`src/sv/spq_pkg.sv`:
```
// Shared types and constants for the sorted priority queue.
// No dependencies; used by spq_cell and sorted_priority_queue_unit.
package spq_pkg;

	localparam int CAPACITY = 16;
	localparam int CNT_W    = $clog2(CAPACITY + 1);
	localparam int PRIO_W   = 16;
	localparam int TAG_W    = 32;

	localparam logic [1:0] ST_OK    = 2'd0;
	localparam logic [1:0] ST_EMPTY = 2'd1;
	localparam logic [1:0] ST_FULL  = 2'd2;

	localparam logic FUNC_PUSH = 1'b0;
	localparam logic FUNC_POP  = 1'b1;

	typedef struct packed {
		logic [PRIO_W-1:0] prio;
		logic [TAG_W-1:0]  tag;
	} entry_t;

	// broadcast to every cell in the chain
	typedef struct packed {
		logic   push;
		logic   pop;
		entry_t ent;
	} op_t;

endpackage

```
`src/sv/spq_cell.sv`:
```
// One slot of the sorted chain: holds an entry and shifts with its neighbors.
// Depends on spq_pkg.
module spq_cell (
	input  logic            clk,
	input  spq_pkg::op_t    op,
	input  logic            occupied,
	input  logic            prev_gt,
	input  spq_pkg::entry_t prev_ent,
	input  spq_pkg::entry_t next_ent,
	output logic            gt,
	output spq_pkg::entry_t ent_q,
	output spq_pkg::entry_t ent_d
);

	// held entry outranks the incoming one: new word goes somewhere below
	assign gt = occupied && (ent_q.prio > op.ent.prio);

	always_comb begin
		ent_d = ent_q;
		priority if (op.push) begin
			if (!prev_gt) begin
				ent_d = prev_ent;
			end else if (!gt) begin
				ent_d = op.ent;
			end
		end else if (op.pop) begin
			ent_d = next_ent;
		end
	end

	always_ff @(posedge clk) begin
		ent_q <= ent_d;
	end

endmodule

```
`src/sv/sorted_priority_queue_unit.sv`:
```
// Top level of the sorted priority queue: a chain of spq_cell slots,
// the entry count and the result register. Depends on spq_pkg and spq_cell.
//
// Usage:
//   Input channel (func, prio_in, tag_in) with in_valid / in_stall. func
//   selects push (0) or pop (1). Every accepted word yields exactly one result
//   word on the output channel (status, head_valid, head_prio, head_tag, count)
//   with out_valid / out_stall.
//   The result is registered: it appears the cycle after acceptance.
//   Throughput is one word per cycle unless out_stall holds a pending result;
//   the whole chain compares against the new priority in parallel and shifts
//   at once, so the result register is the only thing that limits the rate.
//   While a result waits and out_stall is high, in_stall is high; a word is
//   taken in the same cycle the pending result drains.
//   Reset (arst_n low) empties the queue and clears out_valid. Slot contents
//   are not cleared; only slots below the count are ever read.
//   Push on a full queue drops the word with status full; pop on an empty
//   queue reports status empty. Neither changes the queue.
module sorted_priority_queue_unit (
	input  logic        clk,
	input  logic        arst_n,
	input  logic        in_valid,
	output logic        in_stall,
	input  logic        func,
	input  logic [15:0] prio_in,
	input  logic [31:0] tag_in,
	output logic        out_valid,
	input  logic        out_stall,
	output logic [1:0]  status,
	output logic        head_valid,
	output logic [15:0] head_prio,
	output logic [31:0] head_tag,
	output logic [4:0]  count
);

	localparam int N = spq_pkg::CAPACITY;

	logic [spq_pkg::CNT_W-1:0] cnt_q;
	logic [spq_pkg::CNT_W-1:0] cnt_d;
	logic                      take;
	logic                      full;
	logic                      empty;
	logic [1:0]                st;
	spq_pkg::op_t              op;
	spq_pkg::entry_t           ent_q [N];
	spq_pkg::entry_t           ent_d [N];
	logic [N-1:0]              gt;

	logic                      out_valid_q;
	logic [1:0]                status_q;
	logic                      head_valid_q;
	spq_pkg::entry_t           head_q;
	logic [spq_pkg::CNT_W-1:0] count_q;

	assign in_stall = out_valid_q && out_stall;
	assign take     = in_valid && !in_stall;
	assign full     = (cnt_q == spq_pkg::CNT_W'(N));
	assign empty    = (cnt_q == '0);

	always_comb begin
		op.push     = 1'b0;
		op.pop      = 1'b0;
		op.ent.prio = prio_in;
		op.ent.tag  = tag_in;
		cnt_d       = cnt_q;
		st          = spq_pkg::ST_OK;
		if (take) begin
			unique case (func)
				spq_pkg::FUNC_PUSH: begin
					if (full) begin
						st = spq_pkg::ST_FULL;
					end else begin
						op.push = 1'b1;
						cnt_d   = cnt_q + 1'b1;
					end
				end
				spq_pkg::FUNC_POP: begin
					if (empty) begin
						st = spq_pkg::ST_EMPTY;
					end else begin
						op.pop = 1'b1;
						cnt_d  = cnt_q - 1'b1;
					end
				end
				default: st = spq_pkg::ST_OK;
			endcase
		end
	end

	for (genvar i = 0; i < N; i++) begin : g_cell
		logic            occ;
		logic            prev_gt;
		spq_pkg::entry_t prev_ent;
		spq_pkg::entry_t next_ent;

		assign occ = (spq_pkg::CNT_W'(i) < cnt_q);

		if (i == 0) begin : g_first
			assign prev_gt  = 1'b1;
			assign prev_ent = '0;
		end else begin : g_rest
			assign prev_gt  = gt[i-1];
			assign prev_ent = ent_q[i-1];
		end

		if (i == N - 1) begin : g_last
			assign next_ent = ent_q[i];
		end else begin : g_mid
			assign next_ent = ent_q[i+1];
		end

		spq_cell u_cell (
			.clk      (clk),
			.op       (op),
			.occupied (occ),
			.prev_gt  (prev_gt),
			.prev_ent (prev_ent),
			.next_ent (next_ent),
			.gt       (gt[i]),
			.ent_q    (ent_q[i]),
			.ent_d    (ent_d[i])
		);
	end

	always_ff @(posedge clk or negedge arst_n) begin
		if (!arst_n) begin
			cnt_q       <= '0;
			out_valid_q <= 1'b0;
		end else begin
			cnt_q <= cnt_d;
			if (take) begin
				out_valid_q <= 1'b1;
			end else if (!out_stall) begin
				out_valid_q <= 1'b0;
			end
		end
	end

	// result word payload
	always_ff @(posedge clk) begin
		if (take) begin
			status_q     <= st;
			count_q      <= cnt_d;
			head_valid_q <= (cnt_d != '0);
			head_q       <= (cnt_d != '0) ? ent_d[0] : '0;
		end
	end

	assign out_valid  = out_valid_q;
	assign status     = status_q;
	assign head_valid = head_valid_q;
	assign head_prio  = head_q.prio;
	assign head_tag   = head_q.tag;
	assign count      = 5'(count_q);

endmodule

```
`config.mk`:
```
export PLATFORM = sky130hd
export DESIGN_NAME = sorted_priority_queue_unit
export DESIGN_NICKNAME = d
export VERILOG_FILES = /design/src/sv/spq_pkg.sv /design/src/sv/spq_cell.sv /design/src/sv/sorted_priority_queue_unit.sv
export SDC_FILE = /design/constraint.sdc
export NUM_CORES = 2
export LEC_CHECK = 0
export ABC_AREA = 1
export ABC_CLOCK_PERIOD_IN_PS = 3300
export BUFFER_PORTS_ARGS = -buffer_cell sky130_fd_sc_hd__buf_2
export CORE_ASPECT_RATIO = 0.5
export CORE_MARGIN = 3
export CORE_UTILIZATION = 45
export DETAILED_ROUTE_END_ITERATION = 12
export HOLD_SLACK_MARGIN = 0.06
export PLACE_DENSITY = 0.59
export SETUP_SLACK_MARGIN = 0.4
export SYNTH_ARGS = -nofsm -noshare
export SYNTH_HDL_FRONTEND = slang
export SYNTH_HIERARCHICAL = 1
export SYNTH_SLANG_ARGS = --single-unit
```
`constraint.sdc`:
```
create_clock -name clk -period 3.3 [get_ports clk]
set_clock_uncertainty 0.15 [all_clocks]
set_input_delay 0.33 -clock clk [delete_from_list [all_inputs] [get_ports clk]]
set_output_delay 0.33 -clock clk [all_outputs]
set_load 0.05 [all_outputs]
```
==> reports/qor.csv <==
stage,metric,value,unit
die,die area,150000,sq um
timing,fmax,0.367,GHz
hold_path,"Endpoint, Worst Hold",g_cell[14].u_cell/ent_q[32]$_DFF_P_,
status,status,completed,
worst_setup_path,CP endpoint kind,register,
timing,final hold vios,0,
die,chip width,545,microns
logic_synthesis,Post-Syn Area per Cell,5.85,sq um
worst_setup_path,register-to-register setup slack,0.58,ns
route,WL final,204000,microns
power,Lkg Pwr,0.0393,uW
route,drt wl/cell,15.7,microns
die,Initial Util,0.456,
worst_setup_path,R2R cell count,12,
clock_tree,clk_lat worst skew,0.70,ns
worst_setup_path,reg2reg end,head_tag[12]$_SDFFCE_PN0N_,
timing,worst setup margin,0.576,ns
worst_setup_path,Worst R2R Start,cnt_q[1]$_DFF_PN0_,
clock_tree,TritonCTS clock tree,yes,
timing,Max Slew Vio Count,0,
hold_path,hold path cells,8,
clock_tree,maximum clock insertion buffer count,3,
worst_setup_path,CP required,3.60,ns
timing,Rel. slew slack,0.434,
hold_path,min-delay src,prio_in[0],
worst_setup_path,nature of the critical path startpoint,register,
die,I/O pin cnt,111,
clock_tree,CTS Buf Count,91,
placement,Placement Setup Slack,0.401,ns
timing,fin crit period,2.72,ns
route,Iter 0 DRT Violations,6739,
power,Design Power,74800,uW
grt,first-pass GRT wire length,329000,microns
power,VDD IR max,0.822,mV
route,Detailed Routing Iterations Pass 1,8,
clock_tree,Worst-path clk slew,0.06,ns
clock_tree,H-Tree Depth,3,
final_layout,nets,11200,
die,core area,144000,sq um
grt,initial antenna violation count,4,
clock_tree,CTS root buf,clkbuf_16,
job,maxcap violations,0,
timing,setup TNS,0,ns
timing,RSZ-0062 raised after global routing,false,
grt,grt total ovfl,0,
worst_setup_path,Setup Crit Path Kind,register to register,
worst_setup_path,Worst Path Max Fanout,96,
placement,HPWL Detailed,144000,microns
die,row cnt,98,
placement,placer's final routability congestion estimate,0.869,
final_layout,layout cell share with drive strength beyond 1,0.0815,
power,power per cell area,1060,nW/um^2
final_layout,Area Growth Syn to Fin,8.10,%
placement,Port Buffers,110,
route,# DRC,0,
timing,setup violators final,0,
worst_setup_path,crit path DAT,3.03,ns
route,Vias,65300,
timing,Worst Hold Slack,0.125,ns
timing,crit share post-route,0.825,
logic_synthesis,Cells after Synth,11200,
grt,largest net degree at the start of global routing,103,
logic_synthesis,Syn Std Cell Area,65400,sq um
die,Die Ht,276,microns
grt,vias in the first global route,56700,
route,via/cell ratio,5.04,
route,post-route ant nets,0,
hold_path,Hold/Removal Path Class,primary input to register,
grt,Total GRT Usage,0.263,
logic_synthesis,yosys synthesis warning count,6,
clock_tree,clock sink count,830,
timing,Tightest Pin Transition,0.849,ns
## state kept, by name, summed over array words and instances (netlist names)
signal               flops
status                   2
out_valid                1
head_valid               1
g_cell.u_cell/ent_q    768
count                    5
cnt_q                    5
head_tag                32
head_prio               16
## per-layer routing
layer	global-route usage	vias to the layer above	part of all wire	routed length [microns]
met5	0	-	0	0
met4	0.0340	0	0.011	2160
met3	0.0285	133	0.070	14300
met2	0.345	1826	0.36	74300
met1	0.448	28800	0.55	113000
li1	-	34500	-	-
## per-stage QoR
stage	cell area, sq um	util	cells
floorplan	65600	-	11200
global placement	67600	0.471	12800
detailed placement	67600	0.471	12800
CTS	70700	0.493	13000
global route	70700	0.493	13000
finish	70700	0.493	13000
## worst max-delay path, cell delays in order (launching register included)
cell	delay [ns]
dfrtp_1	0.37
inv_1	0.11
ha_1	0.26
nand2_1	0.13
nor2_4	0.06
nor2_4	0.32
buf_4	0.22
inv_2	0.05
buf_12	0.17
o21ai_0	0.31
nand2_1	0.11
nand2_1	0.07
inv_1	0.04
## how the worst max path moves through the flow
stage | endpoint | slack [ns] | startpoint | cells past startpoint
after global placement | head_prio[5]$_SDFFCE_PN0N_ | 0.41 | prio_in[7] | 17
after floorplan | head_prio[5]$_SDFFCE_PN0N_ | 0.47 | out_valid$_DFFE_PN0P_ | 12
after CTS | head_prio[0]$_SDFFCE_PN0N_ | 0.61 | cnt_q[1]$_DFF_PN0_ | 14
final | head_tag[12]$_SDFFCE_PN0N_ | 0.58 | cnt_q[1]$_DFF_PN0_ | 12
after detailed placement | head_prio[5]$_SDFFCE_PN0N_ | 0.40 | prio_in[7] | 17
after global routing | head_tag[5]$_SDFFCE_PN0N_ | 0.41 | cnt_q[4]$_DFF_PN0_ | 14
## where the power goes
part | internal [uW] | leakage (uW) | switching (uW)
clock | 6210 | 0.00151 | 4760
combinational | 14800 | 0.0307 | 27600
sequential | 15500 | 0.00709 | 5920
## layout by cell type (no fill, tap or decap), types with 2 or more instances in the layout
| cell type | n |
|---|---|
| clkinv_2 | 21 |
| edfxtp_1 | 56 |
| clkinv_1 | 15 |
| nand3_2 | 216 |
| nand3_1 | 1351 |
| a21oi_1 | 864 |
| buf_4 | 120 |
| nand4_1 | 20 |
| inv_1 | 1690 |
| a21o_1 | 16 |
| nand2_2 | 91 |
| dlygate4sd3_1 | 6 |
| diode_2 | 4 |
| o21a_4 | 9 |
| clkbuf_16 | 92 |
| clkbuf_1 | 18 |
| clkinvlp_4 | 3 |
| conb_1 | 52 |
| nor2_1 | 43 |
| dfxtp_1 | 768 |
| nand2_4 | 17 |
| nand2_1 | 4143 |
| bufinv_16 | 10 |
| o21ai_0 | 785 |
| nor2_4 | 5 |
| xor2_1 | 2 |
| ha_1 | 260 |
| clkbuf_8 | 13 |
| buf_12 | 105 |
| o21a_2 | 7 |
| nor2_2 | 35 |
| o21ai_1 | 8 |
| dfrtp_1 | 6 |
| inv_6 | 3 |
| buf_2 | 110 |
| inv_2 | 36 |
## timing repair
action                                  CTS  global route
hold buffers                              6             0
buffers inserted                          0             0
endpoints found under the setup margin    0            35
gates resized for setup                   0             1
endpoints found under the hold margin    18             0
## final cells by class
cell class / instances / area [sq um]
clock buffers: 123 / 2550
diodes: 4 / 10.0
well taps: 1950 / 2440
multi-input cells: 7926 / 37900
fillers: 15200 / 72800
repair buffers: 341 / 3610
clock inverters: 45 / 513
inverters: 1736 / 6520
flip-flops and latches: 830 / 17200
(Power assumes the default switching activity.)
